--- config.mk ---
export PLATFORM = sky130hd
export DESIGN_NAME = thds_back
export DESIGN_NICKNAME = d
export VERILOG_FILES = /design/src/hdl/thds_pkg.sv /design/src/hdl/thds_back.sv
export SDC_FILE = /design/constraint.sdc
export NUM_CORES = 1
export LEC_CHECK = 0
export ABC_AREA = 1
export BUFFER_PORTS_ARGS = -buffer_cell sky130_fd_sc_hd__buf_2
export CAP_MARGIN = 25
export CORE_UTILIZATION = 43
export DETAILED_ROUTE_END_ITERATION = 16
export PLACE_DENSITY = 0.71
export SETUP_SLACK_MARGIN = 0.4
export SYNTH_ARGS = -nofsm -noshare
export SYNTH_HDL_FRONTEND = slang
export SYNTH_SLANG_ARGS = --single-unit
--- constraint.sdc ---
create_clock -name clk_i -period 5 [get_ports clk_i]
set_input_delay 0 -clock clk_i [delete_from_list [all_inputs] [get_ports clk_i]]
set_output_delay 0 -clock clk_i [all_outputs]
set_load 0.02 [all_outputs]
--- src/hdl/thds_pkg.sv ---
// ----------------------------------------------------------------------------
// Triangle hit and depth select package
// Shared types, constants and saturation helpers for the hit test block.
// ----------------------------------------------------------------------------
package thds_pkg;

  localparam int unsigned THDS_MAX_TRIS   = 256;
  localparam int unsigned THDS_QDEPTH     = 8;
  localparam int unsigned THDS_QPTR_W     = $clog2(THDS_QDEPTH);
  localparam int unsigned THDS_QLVL_W     = $clog2(THDS_QDEPTH + 1);
  localparam int unsigned THDS_BARY_W     = 17;
  localparam logic signed [63:0] THDS_ONE = 64'sd65536;
  localparam logic signed [31:0] THDS_DEPTH_INIT = 32'sh7FFF_FFFF;

  // One classified triangle word passed from the front to the back.
  typedef struct packed {
    logic                     covers;
    logic                     last;
    logic signed [31:0]       depth;
    logic [THDS_BARY_W-1:0]   u;
    logic [THDS_BARY_W-1:0]   v;
    logic [THDS_BARY_W-1:0]   w;
  } thds_entry_t;

  function automatic logic signed [31:0] thds_sat33(input logic signed [32:0] x);
    logic signed [31:0] r;
    if (x[32] != x[31]) begin
      r = x[32] ? 32'sh8000_0000 : 32'sh7FFF_FFFF;
    end else begin
      r = x[31:0];
    end
    return r;
  endfunction

  function automatic logic signed [31:0] thds_sat64(input logic signed [63:0] x);
    logic signed [31:0] r;
    if (!x[63] && (|x[62:31])) begin
      r = 32'sh7FFF_FFFF;
    end else if (x[63] && !(&x[62:31])) begin
      r = 32'sh8000_0000;
    end else begin
      r = x[31:0];
    end
    return r;
  endfunction

endpackage

--- src/hdl/thds_back.sv ---
// ----------------------------------------------------------------------------
// Triangle hit back end
// Keeps the nearest covering triangle of the current pixel and presents the
// result word in an output register when the last triangle arrives.
// ----------------------------------------------------------------------------
module thds_back
  import thds_pkg::*;
#(
  parameter int unsigned MAX_TRIS = THDS_MAX_TRIS
) (
  input  logic                   clk_i,
  input  logic                   rst_ni,
  input  logic                   q_valid_i,
  input  thds_entry_t            q_entry_i,
  output logic                   q_pop_o,
  output logic                   out_valid_o,
  input  logic                   out_stall_i,
  output logic                   hit_o,
  output logic [7:0]             tri_index_o,
  output logic [THDS_BARY_W-1:0] bary_u_o,
  output logic [THDS_BARY_W-1:0] bary_v_o,
  output logic [THDS_BARY_W-1:0] bary_w_o
);

  localparam int unsigned CntW = $clog2(MAX_TRIS);
  localparam logic [CntW-1:0] CntMax = CntW'(MAX_TRIS - 1);

  logic signed [31:0]     best_depth_q, best_depth_d;
  logic                   found_q, found_d;
  logic [CntW-1:0]        slot_q, slot_d;
  logic [CntW-1:0]        count_q, count_d;
  logic [THDS_BARY_W-1:0] u_q, u_d, v_q, v_d, w_q, w_d;
  logic                   out_vld_q, out_vld_d;

  logic                   pop, win, emit;
  logic                   sel_found;
  logic [CntW-1:0]        sel_slot;
  logic [THDS_BARY_W-1:0] sel_u, sel_v, sel_w;
  logic [CntW+7:0]        slot_ext;

  assign pop     = q_valid_i && (!out_vld_q || !out_stall_i);
  assign q_pop_o = pop;
  assign win     = pop && q_entry_i.covers && (q_entry_i.depth < best_depth_q);
  assign emit    = pop && q_entry_i.last;

  assign sel_found = found_q || win;
  assign sel_slot  = win ? count_q : slot_q;
  assign sel_u     = win ? q_entry_i.u : u_q;
  assign sel_v     = win ? q_entry_i.v : v_q;
  assign sel_w     = win ? q_entry_i.w : w_q;
  assign slot_ext  = {8'b0, sel_slot};

  always_comb begin
    best_depth_d = win ? q_entry_i.depth : best_depth_q;
    found_d      = sel_found;
    slot_d       = sel_slot;
    u_d          = sel_u;
    v_d          = sel_v;
    w_d          = sel_w;
    count_d      = count_q;
    if (pop && (count_q < CntMax)) begin
      count_d = count_q + CntW'(1);
    end
    if (emit) begin
      best_depth_d = THDS_DEPTH_INIT;
      found_d      = 1'b0;
      slot_d       = '0;
      u_d          = '0;
      v_d          = '0;
      w_d          = '0;
      count_d      = '0;
    end
    out_vld_d = out_vld_q;
    if (emit) begin
      out_vld_d = 1'b1;
    end else if (!out_stall_i) begin
      out_vld_d = 1'b0;
    end
  end

  always_ff @(posedge clk_i or negedge rst_ni) begin
    if (!rst_ni) begin
      best_depth_q <= THDS_DEPTH_INIT;
      found_q      <= 1'b0;
      slot_q       <= '0;
      count_q      <= '0;
      u_q          <= '0;
      v_q          <= '0;
      w_q          <= '0;
      out_vld_q    <= 1'b0;
    end else begin
      best_depth_q <= best_depth_d;
      found_q      <= found_d;
      slot_q       <= slot_d;
      count_q      <= count_d;
      u_q          <= u_d;
      v_q          <= v_d;
      w_q          <= w_d;
      out_vld_q    <= out_vld_d;
    end
  end

  always_ff @(posedge clk_i) begin
    if (emit) begin
      hit_o       <= sel_found;
      tri_index_o <= slot_ext[7:0];
      bary_u_o    <= sel_u;
      bary_v_o    <= sel_v;
      bary_w_o    <= sel_w;
    end
  end

  assign out_valid_o = out_vld_q;

endmodule

# ---- Word level (Yosys, flattened, before mapping)
# Index checks and enable logic that the tools add are counted.
dict set report word_totals {
  register_bits 161
  latch_bits 0
  ramBits 0
  mem_bits_ro 0
  output_inout_bits 62
  word_cells 43
  memories 0
}
dict set report classes {
  add_sub_neg 1
  mul 0
  n_div 0
  n_lt_le_gt_ge 2
  n_eq_ne 1
  n_shift 0
  muxes 15
  bitwise 0
  n_reduce_logical 11
}
# cell count
set ops {}
lappend ops {{$mux W17} 6}
lappend ops {{$mux W32} 2}
lappend ops {{$lt A32 B32 Y1} 1}
lappend ops {{$mux W8} 4}
lappend ops {{$add A8 B1 Y8 const B} 1}
lappend ops {{$lt A8 B8 Y1 const B} 1}
lappend ops {{$logic_and A1 B1 Y1} 5}
lappend ops {{$reduce_bool A2 Y1} 2}
lappend ops {{$mux W1} 3}
lappend ops {{$logic_not A1 Y1} 2}
lappend ops {{$logic_or A1 B1 Y1} 2}
lappend ops {{$ne A2 B1 Y1 const B} 1}

# ---- Logic depth before layout (Yosys ltp)
dict set report depth {
  depth_word 7
  depth_mapped 19
  ltp_nobuf 17
}

# ---- Worst setup path before layout
# Ideal clock, no wire load.
dict set report synth_timing {
  path_kind {register to register}
  startpoint {register out_vld_q (netlist: out_valid_o)}
  endpoint {register bary_u_o[0], enable pin}
  arrival_time_ns 3.301
  t_required_ns 4.552
  slack_ns 1.251
  path_stages_with_launch 9
  path_buffers 3
  period_less_slack_ns 3.749
  cell_sequence {dfrtp_1 > inv_1 > o21ai_1 > inv_1 > nand2_1 > inv_1 > clkbuf_1 > buf_2 > clkbuf_1}
}
dict set report synth_via {
  elab_chain_len 4
}
# item line_no
set synth_lines {}
lappend synth_lines {{start, declared} thds_back.sv:33} ;# logic out_vld_q, out_vld_d;
lappend synth_lines {{start signal, assigned} thds_back.sv:99} ;# out_vld_q <= out_vld_d;
lappend synth_lines {{$logic_not A1 Y1} thds_back.sv:41} ;# assign pop = q_valid_i && (!out_vld_q || !out_stall_i);
lappend synth_lines {{$logic_or A1 B1 Y1} thds_back.sv:41}
lappend synth_lines {{$logic_and A1 B1 Y1} thds_back.sv:41}
lappend synth_lines {{via q_pop_o} thds_back.sv:15} ;# output logic q_pop_o,
lappend synth_lines {{$logic_and A1 B1 Y1} thds_back.sv:44} ;# assign emit = pop && q_entry_i.last;
lappend synth_lines {{via emit} thds_back.sv:35} ;# logic pop, win, emit;
lappend synth_lines {{end signal, assigned} thds_back.sv:107} ;# bary_u_o <= sel_u;
lappend synth_lines {{end, declared} thds_back.sv:20} ;# output logic [THDS_BARY_W-1:0] bary_u_o,
# The timed path passes the listed nets, and every way through them passes these cells.
# A chain may end at the register's enable or synchronous reset.

# ---- Final worst setup path
dict set report layout_timing {
  startpoint {register best_depth_q[5]}
  endpoint {register bary_w_o[10] (data pin)}
}
dict set report layout_via {
  elab_chain_len 3
}
# item line_no
set layout_lines {}
lappend layout_lines {{start, declared} thds_back.sv:28} ;# logic signed [31:0] best_depth_q, best_depth_d;
lappend layout_lines {{start signal, assigned} thds_back.sv:92} ;# best_depth_q <= best_depth_d;
lappend layout_lines {{$lt A32 B32 Y1} thds_back.sv:43} ;# assign win = pop && q_entry_i.covers && (q_entry_i.depth < best_depth_q);
lappend layout_lines {{$logic_and A1 B1 Y1} thds_back.sv:43}
lappend layout_lines {{$mux W17} thds_back.sv:50} ;# assign sel_w = win ? q_entry_i.w : w_q;
lappend layout_lines {{via sel_w[10]} thds_back.sv:38} ;# logic [THDS_BARY_W-1:0] sel_u, sel_v, sel_w;
lappend layout_lines {{end signal, assigned} thds_back.sv:109} ;# bary_w_o <= sel_w;
lappend layout_lines {{end, declared} thds_back.sv:22} ;# output logic [THDS_BARY_W-1:0] bary_w_o
# The timed path passes the listed nets, and every way through them passes these cells.

==> impl_metrics.env <==
export IMPL_max_freq_ghz=0.327
export IMPL_hold_start="q_entry_i[33]"
export IMPL_dieArea_um2=19000
export IMPL_clock_skew_ns=0.00996
export IMPL_min_period_ns=3.06
export IMPL_endpoint="bary_w_o[10]"
export IMPL_vdd_drop_max_mv=0.239
export IMPL_place_hpwl_um=10400
export IMPL_grt_total_usage_pct=19.8
export IMPL_reg2reg_from="best_depth_q[5]"
export IMPL_chipHeight_um=138
export IMPL_drive_above_1_share_pct=22.2
export IMPL_port_buffers=150
export IMPL_worst_ep_arrival_time_ns=3.24
export IMPL_yosysWarnings=0
export IMPL_synth_cell_types=23
export IMPL_initial_core_util_pct=44.0
export IMPL_n_antenna_cell=0
export IMPL_vias_per_cell=4.63
export IMPL_grt_setup_unrepaired="no"
export IMPL_wl_per_cell_um=12.7
export IMPL_grt_pass1_vias=6128
export IMPL_synthCells=931
export IMPL_busiest_layer="met2"
export IMPL_mappedNetlistNets=1052
export IMPL_drv_cap=0
export IMPL_nNetsFinal=1268
export IMPL_r2r_worst_path_cells=15
export IMPL_async_reset_ff_share_pct=62.7
export IMPL_grt_use_met1_pct=26.3
export IMPL_synth_top_flop_cell="dfrtp_1"
export IMPL_yosysTopAreaCell="edfxtp_1"
export IMPL_start_kind="register"
export IMPL_worstHoldPathType="in2reg"
export IMPL_route_detailed_drc=0
export IMPL_core_um2=18000
export IMPL_grt_first_pass_wirelength_um=29000
export IMPL_r2r_end="bary_w_o[10]"
export IMPL_ys_seq_area_share_pct=55.0
export IMPL_required_ns=5.18
export IMPL_cts_root_buf="clkbuf_16"
export IMPL_rows=49
export IMPL_status="finished, final reports clean"
export IMPL_dieWidth_um=138
export IMPL_antenna_found_initial=0
export IMPL_clock_sinks=161
export IMPL_critPathKind="reg2reg"
export IMPL_numCtsBuffers=17
export IMPL_grt_use_met3_pct=2.94
export IMPL_nFillCells=1593
export IMPL_pwr_density_cell_nw_per_um2=453
export IMPL_cts_buffer_depth=2
export IMPL_cp_end_kind="register"
export IMPL_clock_latency_ns=0.41
export IMPL_cts_tree="yes"
export IMPL_min_period_over_period_pct=61.2
export IMPL_post_cts_resized=0
export IMPL_hold_viol=0
export IMPL_yosysMostFrequentCell="nand2_1"
export IMPL_worstPathMaxFanout=57
export IMPL_ys_top_cells_by_count="nand2_1, inv_1, nor2_1"
export IMPL_slew_limit_headroom_pct=52.9
export IMPL_drtPass1Iterations=5
export IMPL_crit_path_start="best_depth_q[5]"
export IMPL_met2_usage_pct=32.2
export IMPL_power_leakage_uw=0.00565
export IMPL_tightest_slew_ns=0.707
export IMPL_netlist_area_um2=7940
export IMPL_grt_ovfl_total=0
export IMPL_synth_edff_count=60
export IMPL_ys_ff_latch=161
export IMPL_cts_clk_slew_worst_paths_ns=0.07
export IMPL_finalSetupTns_ns=0
export IMPL_synth_top_cell_area_share_pct=22.7
export IMPL_io_pins=151
export IMPL_routed_wl_um=17600
export IMPL_setup_viol=0
export IMPL_grt_max_degree=64
export IMPL_synth_area_per_cell_um2=8.52
export IMPL_syn_to_final_growth_pct=29.4
export IMPL_finalPower_uw=4650
export IMPL_dr_first_iter_drc_count=433
export IMPL_route_vias_total=6434
export IMPL_cts_max_level=4
export IMPL_slew_viol_final=0
export IMPL_place_congestion=0.764
export IMPL_yosys_top_cells_area="edfxtp_1, dfrtp_1, nand2_1"
export IMPL_antenna_left=0
export IMPL_regToRegSetupSlack_ns=1.94
[layer usage]
layer | vias up | routed length, um
met2 | 166 | 8510
met4 | 0 | 328
li1 | 3290 | -
met3 | 28 | 722
met1 | 2950 | 8080
met5 | - | 0
[repair_timing]
item	CTS	global route
hold buffers	83	0
buffers inserted	0	0
endpoints found under the setup margin	0	0
endpoints found under the hold margin	166	0
[cell families (layout without fill, tap and decap cells)]
| logic type | Yosys count | after routing | share of synthesized area [%] |
|---|---|---|---|
| simple gates | 434 | 434 | 24.3 |
| buf+inv | 269 | 498 | 13.4 |
| flops | 161 | 161 | 55.0 |
| fa+ha+maj | 32 | 32 | 5.05 |
| compound gates | 35 | 35 | 2.24 |
[registers in the layout, summed over array words and instances, names as in the netlist]
signal / cells
bary_u_o: 17
best_depth_q: 32
bary_w_o: 17
out_valid_o: 1
w_q: 17
slot_q: 8
tri_index_o: 8
v_q: 17
count_q: 8
u_q: 17
bary_v_o: 17
hit_o: 1
found_q: 1
[worst max-delay path, cell delays in order (launching register included)]
cell and delay [ns]:
dfstp_2 0.53, inv_1 0.04, ha_1 0.27, a21oi_1 0.16
nor2_1 0.06, nor3_1 0.13, nand2_1 0.08, nand2_1 0.06
nand2_1 0.06, nand2_1 0.09, nand3_2 0.10, nand3_4 0.49
buf_4 0.49, nand2_1 0.09, nand2_1 0.09, inv_1 0.05
[where the power goes]
| part | switching [uW] | internal, uW |
|---|---|---|
| combinational | 886 | 482 |
| sequential | 116 | 1840 |
| clock | 539 | 791 |
[cells in the final DEF (no fill, tap or decap), drive strengths merged, types with 32 or more instances in the layout]
master         n
nor2          71
edfxtp        60
nand3         41
nand2        226
nand4         60
buf          159
dlygate4sd3   83
ha            32
inv          228
dfrtp         70
[stage by stage]
step	utilization (%)	worst slack, ns	cell area [um2]	hold slack [ns]	cells
2_1_floorplan	-	1.25	7940	-0.296	931
3_3_place_gp	49.0	1.94	8830	0.0653	1274
3_5_place_dp	49.0	1.87	8830	0.0692	1274
4_1_cts	57.0	1.87	10300	0.000571	1389
5_1_grt	57.0	1.57	10300	0.0145	1389
6_report	57.0	1.94	10300	0.0201	1389
[area by class of cell]
| cell class | instances | area, um2 | share of cell area (%) |
|---|---|---|---|
| Clock buffer | 17 | 425 | 4.14 |
| Clock inverter | 15 | 181 | 1.77 |
| Inverter | 224 | 843 | 8.21 |
| Multi-Input combinational cell | 501 | 2510 | 24.5 |
| Sequential cell | 161 | 4370 | 42.5 |
| Tap cell | 229 | 287 | 2.79 |
| Timing Repair Buffer | 242 | 1650 | 16.1 |
[worst min path at each step]
stage	slack (ns)	depth (start not counted)	to
2_1_floorplan	-0.30	0	best_depth_q[31]
3_3_place_gp	0.07	1	w_q[8]
3_5_place_dp	0.07	1	found_q
4_1_cts	0.0006	5	v_q[16]
5_1_grt	0.01	5	v_q[10]
6_report	0.02	5	v_q[16]
(Power assumes the default switching activity.)
