**config.mk**
```make
export PLATFORM = sky130hd
export DESIGN_NAME = thds_queue
export DESIGN_NICKNAME = d
export VERILOG_FILES = /design/src/hdl/thds_pkg.sv /design/src/hdl/thds_queue.sv
export SDC_FILE = /design/constraint.sdc
export NUM_CORES = 1
export LEC_CHECK = 0
export BUFFER_PORTS_ARGS = -buffer_cell sky130_fd_sc_hd__buf_2
export CAP_MARGIN = 20
export CORE_ASPECT_RATIO = 0.6
export CORE_MARGIN = 2
export CORE_UTILIZATION = 55
export DETAILED_ROUTE_END_ITERATION = 10
export GPL_TIMING_DRIVEN = 1
export PLACE_DENSITY = 0.8
export SKIP_LAST_GASP = 1
export SLEW_MARGIN = 20
export SYNTH_ARGS = -nofsm -noshare
export SYNTH_HDL_FRONTEND = slang
export SYNTH_SLANG_ARGS = --single-unit
```
**constraint.sdc**
```tcl
create_clock -name clk_i -period 18.25 [get_ports clk_i]
set_clock_uncertainty 0.15 [all_clocks]
set_input_delay 0.9125 -clock clk_i [delete_from_list [all_inputs] [get_ports clk_i]]
set_output_delay 0.9125 -clock clk_i [all_outputs]
set_load 0.05 [all_outputs]
```
**src/hdl/thds_pkg.sv**
```systemverilog
// ----------------------------------------------------------------------------
// Triangle hit and depth select package
// Shared types, constants and saturation helpers for the hit test block.
// ----------------------------------------------------------------------------
package thds_pkg;

  localparam int unsigned THDS_MAX_TRIS   = 256;
  localparam int unsigned THDS_QDEPTH     = 8;
  localparam int unsigned THDS_QPTR_W     = $clog2(THDS_QDEPTH);
  localparam int unsigned THDS_QLVL_W     = $clog2(THDS_QDEPTH + 1);
  localparam int unsigned THDS_BARY_W     = 17;
  localparam logic signed [63:0] THDS_ONE = 64'sd65536;
  localparam logic signed [31:0] THDS_DEPTH_INIT = 32'sh7FFF_FFFF;

  // One classified triangle word passed from the front to the back.
  typedef struct packed {
    logic                     covers;
    logic                     last;
    logic signed [31:0]       depth;
    logic [THDS_BARY_W-1:0]   u;
    logic [THDS_BARY_W-1:0]   v;
    logic [THDS_BARY_W-1:0]   w;
  } thds_entry_t;

  function automatic logic signed [31:0] thds_sat33(input logic signed [32:0] x);
    logic signed [31:0] r;
    if (x[32] != x[31]) begin
      r = x[32] ? 32'sh8000_0000 : 32'sh7FFF_FFFF;
    end else begin
      r = x[31:0];
    end
    return r;
  endfunction

  function automatic logic signed [31:0] thds_sat64(input logic signed [63:0] x);
    logic signed [31:0] r;
    if (!x[63] && (|x[62:31])) begin
      r = 32'sh7FFF_FFFF;
    end else if (x[63] && !(&x[62:31])) begin
      r = 32'sh8000_0000;
    end else begin
      r = x[31:0];
    end
    return r;
  endfunction

endpackage

```
**src/hdl/thds_queue.sv**
```systemverilog
// ----------------------------------------------------------------------------
// Triangle hit queue
// Short first-in first-out buffer of classified words between front and back.
// ----------------------------------------------------------------------------
module thds_queue
  import thds_pkg::*;
(
  input  logic                   clk_i,
  input  logic                   rst_ni,
  input  logic                   push_i,
  input  thds_entry_t            entry_i,
  input  logic                   pop_i,
  output logic                   valid_o,
  output thds_entry_t            entry_o,
  output logic [THDS_QLVL_W-1:0] level_o
);

  thds_entry_t            mem_q [THDS_QDEPTH];
  logic [THDS_QPTR_W-1:0] wr_ptr_q, rd_ptr_q;
  logic [THDS_QLVL_W-1:0] level_q;
  logic                   do_pop;

  assign do_pop  = pop_i && (level_q != '0);
  assign valid_o = level_q != '0;
  assign entry_o = mem_q[rd_ptr_q];
  assign level_o = level_q;

  always_ff @(posedge clk_i) begin
    if (push_i) begin
      mem_q[wr_ptr_q] <= entry_i;
    end
  end

  always_ff @(posedge clk_i or negedge rst_ni) begin
    if (!rst_ni) begin
      wr_ptr_q <= '0;
      rd_ptr_q <= '0;
      level_q  <= '0;
    end else begin
      if (push_i) begin
        wr_ptr_q <= wr_ptr_q + THDS_QPTR_W'(1);
      end
      if (do_pop) begin
        rd_ptr_q <= rd_ptr_q + THDS_QPTR_W'(1);
      end
      if (push_i && !do_pop) begin
        level_q <= level_q + THDS_QLVL_W'(1);
      end else if (!push_i && do_pop) begin
        level_q <= level_q - THDS_QLVL_W'(1);
      end
    end
  end

endmodule

```
## Word-level counts from Yosys, hierarchy flattened

Memory sizes are Yosys's and may differ from the RTL's.
Cells that the tools add are included.

| storage, ports and cells | value |
|---|---|
| flip-flop bits (word level) | 10 |
| memory bits (writable) | 680 |
| output and inout port bits | 90 |
| word-level logic and storage cells | 19 |
| memories | 1 |

| operators by class | value |
|---|---|
| add/sub/neg operators | 4 |
| muxes and demuxes | 4 |
| reduce and logical (&&, ||, !) cells | 7 |

Memories:

| memory | depth | bits a word | rd ports | clocked after Yosys merged registers in | write ports | RTL line | source |
|---|---|---|---|---|---|---|---|
| mem_q | 8 | 85 | 1 | 0 | 1 | thds_queue.sv:18 | `thds_entry_t mem_q [THDS_QDEPTH];` |

Operators with widths:

| cell | count |
|---|---|
| $mux 4 | 2 |
| $add 3x1->3 const B | 2 |
| $add 4x1->4 const B | 1 |
| $reduce_bool 4->1 | 1 |
| $sub 4x1->4 const B | 1 |
| $logic_and 1x1->1 | 3 |
| $logic_not 1->1 | 2 |
| $mux 1 | 2 |
| $reduce_bool 2->1 | 1 |

## Depth between registers and ports, before layout

Gate-level depths: netlist (run 1).

| logic depth | value |
|---|---|
| depth after elaboration | 5 |
| mapped depth | 8 |
| depth with buffers taken out | 8 |

## Least setup slack after synthesis (run 1)

Ideal clock, no wire load.

| timing | value |
|---|---|
| kind | input port to flip-flop |
| start | input port push_i |
| end | memory mem_q[0][0] (netlist name), enable pin |
| setup time | 633 ps |
| arrival | 6765 ps |
| data required time | 17467 ps |
| path slack | 10702 ps |
| stages on the path | 2 |
| path buffers | 0 |
| cells stage by stage | nand2b_1 nor3_1 |

| on the way | value |
|---|---|
| cells in the longest elaborated chain, start to end | 2 |

Ends and longest elaborated chain:

| item | RTL line | source |
|---|---|---|
| start: declaration | thds_queue.sv:10 | `input logic push_i,` |
| $mux 1 | thds_queue.sv:29 | `if (push_i) begin` |
| $mux 1 (not written as such) | thds_queue.sv:30 | `mem_q[wr_ptr_q] <= entry_i;` |
| end: declaration | thds_queue.sv:18 |  |

Every way passes these cells.

==> reports/metrics.yaml, run 1 <==
vias: 11400
syn_inst: 1042
drive_above_1_share_pct: 42.4
path_max_fanout: 56
finalCritPeriodShare_pct: 28.8
reg2reg_depth: 4
clock_path_buffers: 3
fmax_mhz: 190
wl_per_cell_um: 25.1
root_buffer: "clkbuf_16"
worstSetupStartpointType: "flip-flop"
placeableCoreArea_um2: 46600
crit_arrival_ns: 4.20
grt_pass1_wl_um: 74300
peakVddDrop_v: 0.000170
detail_route.vias_per_cell: 5.87
fin_util_pct: 63.6
overflow: 0
syn_avg_cell_area_um2: 25.0
clk_latency_ns: 0.59
synth_top_area_share_pct: 78.3
io-pin-count: 179
grt_pass1_vias: 12000
slowest_stage: "dfrtp_4"
cts_buffers: 58
setup_viol: 0
relSlewSlack_pct: 36.2
end_kind: "primary output"
synth_seq_area_share_pct: 79.2
num_rows: 61
drv_slew: 0
hp-class: "flip-flop to flip-flop"
ys_ff_latch: 690
synth_area_leaders: "edfxtp_1 (78%), mux4_2 (15%), mux2_2 (3.8%)"
timing_worst_setup_path_type: "flip-flop to primary output"
die_w_um: 285
area_delta_synth_final_pct: 13.6
dr.pass1.iters: 5
yosys.cell_types.count: 27
status: "completed"
maxCapViolCount: 0
fin_crit_ns: 5.26
hpwl_um: 25300
required_ns: 17.19
die-area_um2: 49200
drt_iter0_drc: 940
syn_area_um2: 26100
drtAntennaViolNets: 0
worst_pin_slew_ns: 0.958
cts_tree: "yes"
port_buffers: 178
cellPowerDensity_nw_per_um2: 176
num-nets-final: 1348
ys_warn_count: 0
leakage_nw: 9.58
syn_nets: 1137
antenna_found_initial: 3
yosysTopAreaCell: "edfxtp_1"
grt_max_degree: 67
finalSetupTns_ns: 0
wl_um: 48500
clk_pin_slew_ns: 0.06
rsz0062_at_grt: "false"
whs_path_depth: 2
remaining_drc_errors: 0
die_h_um: 173
grt_usage_pct: 20.0
gp_congestion: 0.730
cts_htree_levels: 2
cpPeakStageDelay_ns: 0.90
cts.sinks: 690
initial_core_util_pct: 56.0
hold_viol: 0
path_cells: "buf_4 -> buf_6 -> mux4_2 -> mux2_2 -> buf_2"
[repair_timing]
item	4_1_cts	5_1_grt
endpoints found under the setup margin	0	0
gates resized for setup	0	0
endpoints found under the hold margin	10	0
buffers inserted	0	0
hold buffers	1	0
[registers in the layout (all words and copies together) (netlist names)]
register,count
rd_ptr_q,3
wr_ptr_q,3
mem_q,680
level_o,4
[metal layers]
metal,part of all wire (%),global-route usage (%),vias up
met5,0,0,-
met4,1.8,4.49,0
met3,6.2,3.61,75
met2,50,32.9,353
met1,42,28.5,6043
li1,-,-,4891
[synthesized netlist by cell type]
master and instances:
xnor2_1 5, buf_6 10, dfrtp_1 10, edfxtp_1 680, mux2_2 87, mux2_1 1, or4_1 2, buf_1 4
ha_1 5, a21oi_1 2, or3_1 1, clkbuf_1 15, xor2_1 1, o211ai_1 2, nor2_1 6, nor3_1 3
o21ai_0 1, nand2_1 6, nand2b_1 3, mux4_2 170, inv_1 1, a2111o_1 1, nand3b_1 1, mux2i_1 1
buf_2 20, fa_1 1, nand3_1 3
[stage by stage]
step | power (mW) | instances | worst slack, ns | cell area (um2) | hold WS (ns)
6_report | 5.22 | 1936 | 12.99 | 29600 | 0.386
5_1_grt | 5.43 | 1934 | 12.61 | 29600 | 0.410
4_1_cts | 5.29 | 1932 | 12.54 | 29600 | 0.395
3_5_place_dp | 4.05 | 1822 | 13.21 | 27700 | 0.379
3_3_place_gp | 4.02 | 1822 | 13.23 | 27700 | 0.363
2_1_floorplan | 3.64 | 1042 | 10.70 | 26100 | 0.367
[path summary, 6_finish.rpt]
| kind | from | to | slack, ns |
|---|---|---|---|
| setup / recovery | rd_ptr_q[0]$_DFFE_PN0P_ | entry_o[55] | 12.99 |
| hold / removal | level_o[2]$_DFFE_PN0P_ | level_o[2]$_DFFE_PN0P_ | 0.39 |
| setup reg to reg | wr_ptr_q[1]$_DFFE_PN0P_ | mem_q[0][64]$_DFFE_PP_ | 15.28 |
| hold reg to reg | level_o[2]$_DFFE_PN0P_ | level_o[2]$_DFFE_PN0P_ | 0.39 |
| max in group asynchronous | rst_ni | rd_ptr_q[1]$_DFFE_PN0P_ | 17.18 |
| min in group asynchronous | rst_ni | wr_ptr_q[0]$_DFFE_PN0P_ | 0.56 |
[layout by cell type (no fill, tap or decap), types with 7 or more instances in the layout]
| master | Yosys | final |
|---|---|---|
| mux2_2 | 87 | 87 |
| edfxtp_1 | 680 | 680 |
| clkinv_1 | 0 | 9 |
| buf_2 | 20 | 178 |
| clkinv_2 | 0 | 14 |
| dfrtp_1 | 10 | 7 |
| clkbuf_1 | 15 | 15 |
| bufinv_16 | 0 | 7 |
| buf_4 | 0 | 19 |
| mux4_2 | 170 | 170 |
| clkbuf_16 | 0 | 59 |
[final cells by class]
class,instances,area [um2]
Antenna cell,4,10.0
Clock buffer,74,1530
Clock inverter,35,365
Fill cell,3087,16900
Inverter,1,3.75
Multi-Input combinational cell,302,5180
Sequential cell,690,20700
Tap cell,630,788
Timing Repair Buffer,200,1070
[critical path: cells and delay by family (launching register included)]
family	cells	cell delay (ns)
buffers and inverters	3	1.63
DFF	1	0.90
muxes	2	0.89
[where the power goes]
part           switching, mW  internal, mW  leakage (nW)
Sequential             0.122          1.99          6.29
Clock                  0.540         0.695         0.927
Combinational           1.19         0.679          2.36
[kinds of logic after synthesis]
kind of cell	synth area share [%]
flip-flops	79.2
multiplexers	18.5
adder cells (fa/ha/maj)	0.317
XOR/XNOR	0.201
buffers and inverters	1.10
AO/OA/AOI/OAI	0.158
AND/OR/NAND/NOR	0.470
Note: power is estimated with default switching activity, not from simulation.
==> run 2, diff against run 1 <==
CORE_UTILIZATION = 54   (was 55)
PLACE_DENSITY = 0.81   (was 0.8)
clock period = 4.5 ns   (was 18.25 ns; I/O delays follow)
==> run 2 against run 1 <==
Compared with the run above:
- largest power group unchanged
- highest routed layer unchanged
- critical path depth is 1 lower
- total power rose to 4.1 times the previous value
- combinational power rose to 4.2 times the previous value
- register-to-register slack got worse by 14 ns
- design area up 3.4%
==> reports/metrics.yaml, run 2 (same netlist as run 1, synthesis figures left out) <==
grt_usage_pct: 20.0  # about the same
cts_htree_levels: 2  # unchanged
die_h_um: 174  # was 173 um
finalPower_mw: 21.3  # was 5.22 mW
timing_worst_setup_path_type: "flip-flop to primary output"  # unchanged
grt_max_degree: 86  # was 67
clk_latency_ns: 0.58  # was 0.59 ns
ctsResizeCount: 0  # unchanged
hpwl_um: 26700  # was 25,300 um
drive_above_1_share_pct: 39.5  # was 42.4%
peakVddDrop_v: 0.000608  # was 0.000170 V
num_rows: 62  # was 61
grt_pass1_vias: 12400  # was 12,000
clock_power_share_pct: 23.0  # was 23.7%
gp_congestion: 0.719  # was 0.730
seq_power_share_pct: 40.4  # was 40.5%
cts_tree: "yes"  # unchanged
min_to: "mem_q[3][53]$_DFFE_PP_"  # was level_o[2]$_DFFE_PN0P_
largest_reg_flops: 680  # unchanged
p_sw_mw: 7.56  # was 1.86 mW
post_cts_buffers: 0  # unchanged
worstReg2RegStart: "level_o[0]$_DFFE_PN0P_"  # was wr_ptr_q[1]$_DFFE_PN0P_
drtAntennaViolNets: 0  # unchanged
n_fill_cell: 3135  # was 3,087
hold_viol: 0  # unchanged
end_kind: "primary output"  # unchanged
maxCapViolCount: 0  # unchanged
p_comb_share_pct: 36.6  # was 35.9%
overflow: 0  # unchanged
crit_arrival_ns: 3.04  # was 4.20 ns
cts_hold_buf: 89  # was 1
hp-class: "input port to flip-flop"  # was flip-flop to flip-flop
die-area_um2: 50100  # was 49,200 um2
clock_path_buffers: 3  # unchanged
drt_iter0_drc: 1090  # was 940
layout_commonest_cell: "edfxtp_1"  # unchanged
required_ns: 4.12  # was 17.19 ns
path_max_fanout: 67  # was 56
root_buffer: "clkbuf_16"  # unchanged
wl_per_cell_um: 24.5  # was 25.1 um
fin_crit_ns: 3.42
finalSetupTns_ns: 0  # unchanged
dpl_cell_area_um2: 27900  # was 27,700 um2
regMostFlops: "mem_q"  # unchanged
status: "completed"  # unchanged
reg2reg_depth: 8  # was 4
clk_pin_slew_ns: 0.06  # about the same
cts_buffers: 58  # unchanged
min_from: "entry_i[53]"  # was level_o[2]$_DFFE_PN0P_
placeableCoreArea_um2: 47800  # was 46,600 um2
swShare_pct: 35.5  # was 35.6%
remaining_drc_errors: 0  # unchanged
crit_start: "rd_ptr_q[1]$_DFFE_PN0P_"  # was rd_ptr_q[0]$_DFFE_PN0P_
port_buffers: 178  # unchanged
worstSetupStartpointType: "flip-flop"  # unchanged
area_delta_synth_final_pct: 17.5  # was 13.6%
grt_pass1_wl_um: 74800  # was 74,300 um
cellPowerDensity_nw_per_um2: 695  # was 176 nW/um2
detail_route.vias_per_cell: 5.77  # was 5.87
fmax_mhz: 292
internal_power_mw: 13.7  # was 3.36 mW
relSlewSlack_pct: 29.4  # was 36.2%
leakage_nw: 9.98  # was 9.58 nW
num-nets-final: 1439  # was 1,348
postLayoutCellArea_um2: 30600  # was 29,600 um2
rsz0062_at_grt: "false"  # unchanged
whs_path_depth: 2  # unchanged
setup_viol: 0  # unchanged
wl_um: 49800  # was 48,500 um
io-pin-count: 179  # unchanged
r2r_slack_ns: 1.58  # was 15.28 ns
die_w_um: 288  # was 285 um
dr.pass1.iters: 4  # was 5
finalCritPeriodShare_pct: 76.0
drv_slew: 0  # unchanged
reg2reg_to: "level_o[3]$_DFFE_PN0P_"  # was mem_q[0][64]$_DFFE_PP_
final_cell_mix: "edfxtp_1 (680), buf_2 (178), mux4_2 (170)"  # unchanged
worst_pin_slew_ns: 1.06  # was 0.958 ns
initial_core_util_pct: 54.6  # was 56.0%
cts.sinks: 690  # unchanged
antenna_found_initial: 1  # was 3
vias: 11700  # was 11,400
==> run 2: cell types whose count changed in the layout (fill, tap and decap cells not counted), moves of 2 or more <==
cell and change:
buf_6 -2, clkinv_2 -4, buf_12 +11, bufinv_16 -2, clkinv_1 +3, clkbuf_16 +2, buf_4 -7, nor3_2 -2
dlygate4sd3_1 +88, diode_2 -3, nor3_4 +2
==> run 2: cell type report <==
class / instances / area [um2] / area share [%]
diodes: 1 / 2.50 / 0.00817
repair buffers: 291 / 2110 / 6.88
inverters: 1 / 3.75 / 0.0122
flip-flops and latches: 690 / 20700 / 67.5
multi-input cells: 302 / 5200 / 17.0
clock inverters: 30 / 269 / 0.878
clock buffers: 76 / 1580 / 5.17
well taps: 640 / 801 / 2.61
==> run 2: layer usage <==
layer	share of wire [%]	wire [um]	GRT usage [%]
met1	42	20900	27.6
met3	5.3	2640	3.53
met4	1.3	661	3.95
met2	51	25600	34.2
met5	0	0	0
==> run 2: how the worst max path moves through the flow <==
stage / end / slack [ns] / cells after the start
after floorplan: mem_q[4][0]$_DFFE_PP_ / -0.35 / 2
after global placement: entry_o[32] / 1.68 / 4
after detailed placement: level_o[3]$_DFFE_PN0P_ / 1.58 / 8
after CTS: entry_o[14] / 1.01 / 4
after global routing: entry_o[28] / 0.90 / 4
final: entry_o[67] / 1.08 / 4
==> run 2: worst max-delay path, stage by stage, from the launching register on <==
cell and delay [ns]:
dfrtp_4 1.13, buf_4 0.44, mux4_2 0.35, mux2_2 0.27, buf_2 0.23
==> run 2: power groups by stage <==
stage	combinational [mW]	clock [mW]	sequential (mW)
6_report	7.79	4.91	8.59
5_1_grt	8.20	5.25	8.68
4_1_cts	7.92	5.01	8.61
3_5_place_dp	7.82	0	8.75
3_3_place_gp	7.74	0	8.67
2_1_floorplan	6.24	0	8.49
==> run 2: stage by stage <==
step / cells / hold WS, ns / utilization, % / setup slack, ns
floorplan: 1042 / -0.221 / - / -0.347
detailed placement: 1834 / -0.0516 / 58.3 / 1.58
finish: 2031 / 0.298 / 64.1 / 1.08
CTS: 2029 / 0.258 / 64.1 / 1.01
global placement: 1834 / -0.0489 / 58.3 / 1.68
global route: 2031 / 0.274 / 64.1 / 0.903
==> run 3, diff against run 2 <==
ABC_AREA = 1   (was not set)
CORE_UTILIZATION = 55   (was 54)
PLACE_DENSITY = 0.82   (was 0.81)
clock period = 2.9 ns   (was 4.5 ns; I/O delays follow)
==> run 3 against run 2 <==
Compared with the run above:
- wire length is 27% higher
- critical path depth rose by 1
- count of clock-buffer cells in the layout increased by 5
- combinational power up 100%
- non-clock buffer count grew 34
- first-iteration DRC count increased by 64%
- sequential share of layout area fell by 7.4 points
- critical endpoint is now entry_o[25]
- largest power group is now combinational cells
- highest routed layer unchanged
==> reports/metrics.yaml, run 3 <==
status: "completed"  # unchanged
num_rows: 65  # was 62
reg2reg_to: "level_o[3]$_DFFE_PN0P_"  # unchanged
finalNonFillerCells: 4021  # was 2,031
yosys.cell_types.count: 20  # was 27
die_w_um: 304  # was 288 um
yosysTopAreaCell: "edfxtp_1"  # unchanged
die-area_um2: 56100  # was 50,100 um2
io-pin-count: 179  # unchanged
setup_viol: 0  # unchanged
maxCapViolCount: 0  # unchanged
path_max_fanout: 42  # was 67
reg2reg_depth: 11  # was 8
grt_max_degree: 122  # was 86
hp-class: "input port to flip-flop"  # unchanged
ys_ff_latch: 690  # unchanged
fmax_mhz: 372
remaining_drc_errors: 0  # unchanged
hold_viol: 0  # unchanged
grt_pass1_vias: 18600  # was 12,400
clk_pin_slew_ns: 0.06  # about the same
syn_nets: 3107  # was 1,137
clock_path_buffers: 3  # unchanged
async_flop_share_pct: 1.45  # unchanged
cts_tree: "yes"  # unchanged
fin_crit_ns: 2.69
port_buffers: 178  # unchanged
leakage_nw: 15.0  # was 9.98 nW
num-nets-final: 3362  # was 1,439
drive_above_1_share_pct: 10.0  # was 39.5%
drv_slew: 0  # unchanged
synth-edff-count: 680  # unchanged
whs_ns: 0.207  # was 0.298 ns
timing_worst_setup_path_type: "flip-flop to primary output"  # unchanged
layout_commonest_cell: "nand2_1"  # was edfxtp_1
final_cell_mix: "nand2_1 (1,129), nor2_1 (684), edfxtp_1 (680)"  # was edfxtp_1 (680), buf_2 (178), mux4_2 (170)
relSlewSlack_pct: 53.6  # was 29.4%
syn_area_um2: 29800  # was 26,100 um2
cts_htree_levels: 2  # unchanged
syn_inst: 3012  # was 1,042
worst_pin_slew_ns: 0.695  # was 1.06 ns
dominantRegCellSynth: "edfxtp_1"  # unchanged
dr.pass1.iters: 5  # was 4
finalCritPeriodShare_pct: 92.7
detail_route.vias_per_cell: 4.85  # was 5.77
drt_iter0_drc: 1791  # was 1,090
min_from: "entry_i[10]"  # was entry_i[53]
regMostFlops: "mem_q"  # unchanged
synth_area_leaders: "edfxtp_1 (69%), nand2_1 (14%), nor2_1 (8.7%)"  # was edfxtp_1 (78%), mux4_2 (15%), mux2_2 (3.8%)
placeableCoreArea_um2: 53000  # was 47,800 um2
crit_arrival_ns: 2.39  # was 3.04 ns
synth_top_area_share_pct: 68.6  # was 78.3%
cellPowerDensity_nw_per_um2: 1040  # was 695 nW/um2
vias: 19500  # was 11,700
drtAntennaViolNets: 0  # unchanged
required_ns: 2.61  # was 4.12 ns
die_h_um: 184  # was 174 um
wl_um: 63200  # was 49,800 um
grt_pass1_wl_um: 99800  # was 74,800 um
syn_avg_cell_area_um2: 9.89  # was 25.0 um2
ys_warn_count: 0  # unchanged
root_buffer: "clkbuf_16"  # unchanged
rsz0062_at_grt: "false"  # unchanged
min_to: "mem_q[3][10]$_DFFE_PP_"  # was mem_q[3][53]$_DFFE_PP_
worstReg2RegStart: "level_o[1]$_DFFE_PN0P_"  # was level_o[0]$_DFFE_PN0P_
synth_seq_area_share_pct: 69.4  # was 79.2%
end_kind: "primary output"  # unchanged
largest_reg_flops: 680  # unchanged
area_delta_synth_final_pct: 15.5  # was 17.5%
n_fill_cell: 3915  # was 3,135
post-synth-top-count-cell: "nand2_1"  # was edfxtp_1
gp_congestion: 0.763  # was 0.719
cts_buffers: 60  # was 58
overflow: 0  # unchanged
grt_usage_pct: 22.6  # was 20.0%
yosys-top-cells-count: "nand2_1 (1,129), nor2_1 (692), edfxtp_1 (680), inv_1 (348), buf_2 (65)"  # was edfxtp_1 (680), mux4_2 (170), mux2_2 (87), buf_2 (20), clkbuf_1 (15)
r2r_slack_ns: 0.74  # was 1.58 ns
clk_latency_ns: 0.59  # was 0.58 ns
peakVddDrop_v: 0.000775  # was 0.000608 V
worstSetupStartpointType: "flip-flop"  # unchanged
antenna_found_initial: 3  # was 1
cts.sinks: 690  # unchanged
wl_per_cell_um: 15.7  # was 24.5 um
initial_core_util_pct: 56.2  # was 54.6%
hpwl_um: 34400  # was 26,700 um
dp.cells: 3816  # was 1,834
whs_path_depth: 2  # unchanged
run 3: cell count changes after synthesis, sizes merged, moves of 5 or more:
cell and change:
buf +88, clkbuf -5, inv +349, mux2 -88, mux4 -170, nand2 +1123, nor2 +686
run 3: per-stage QoR:
stage	utilization [%]	setup slack [ns]	power [mW]	setup TNS [ns]	instance area (um2)
detailed placement	59.6	0.629	28.3	0	31600
CTS	64.8	0.0699	36.1	0	34400
global placement	59.6	0.652	28.0	0	31600
floorplan	-	-0.645	24.5	-219.13	29800
finish	64.9	0.211	35.9	0	34400
global route	64.9	0.0451	38.1	0	34400
run 3: power breakdown:
| group | switching [mW] | leakage [nW] | internal (mW) |
|---|---|---|---|
| registers | 0.417 | 6.29 | 12.1 |
| clock network | 3.41 | 0.907 | 4.26 |
| logic | 11.6 | 7.78 | 4.19 |
| total | 15.4 | 15.0 | 20.5 |
run 3: repair_timing:
item                                   CTS  global route
endpoints found under the hold margin  700             0
resized for setup                        0             1
buffers inserted                         1             2
hold buffers                            89             0
setup endpoints to repair                4            14
run 3: cell type report:
type	instances	area [um2]	area share (%)
Sequential cell	690	20700	60.1
Tap cell	703	880	2.56
Multi-Input combinational cell	1840	7060	20.5
Clock inverter	29	240	0.698
Antenna cell	3	7.51	0.0218
Timing Repair Buffer	325	2580	7.50
Inverter	350	1320	3.85
Clock buffer	81	1620	4.71
run 3: worst max-delay path by stage:
stage,cells after the start,start,slack [ns],endpoint
final,5,rd_ptr_q[2]$_DFFE_PN0P_,0.21,entry_o[25]
after global routing,9,rd_ptr_q[0]$_DFFE_PN0P_,0.05,entry_o[69]
after CTS,9,rd_ptr_q[0]$_DFFE_PN0P_,0.07,entry_o[19]
after detailed placement,9,rd_ptr_q[0]$_DFFE_PN0P_,0.63,entry_o[19]
after global placement,9,rd_ptr_q[0]$_DFFE_PN0P_,0.65,entry_o[31]
after floorplan,2,wr_ptr_q[0]$_DFFE_PN0P_,-0.64,mem_q[0][0]$_DFFE_PP_
run 3: kinds of logic (layout without fill, tap and decap cells):
group                      count (synthesis)  in the layout  share of synthesized area [%]
AOI/OAI and AO/OA                          3              3                         0.0504
other                                      0              3                              0
DFF                                      690            690                           69.4
buffers and inverters                    482            785                           7.06
adders and majority gates                  6              6                          0.277
xor gates and xnor gates                   5              5                          0.147
and+or+nand+nor                         1826           1826                           23.0
run 3: critical path: stages, from the launching register on:
cell,delay [ns]
dfrtp_4,0.73
inv_4,0.18
buf_12,0.27
nand2_1,0.09
nand2_1,0.17
buf_2,0.30
run 3: layer usage:
layer,share of wire [%],vias up,track usage (%)
li1,-,9844,-
met4,2.2,0,5.98
met3,6.8,117,3.28
met1,45,8901,32.7
met2,46,653,36.3
met5,0,-,0
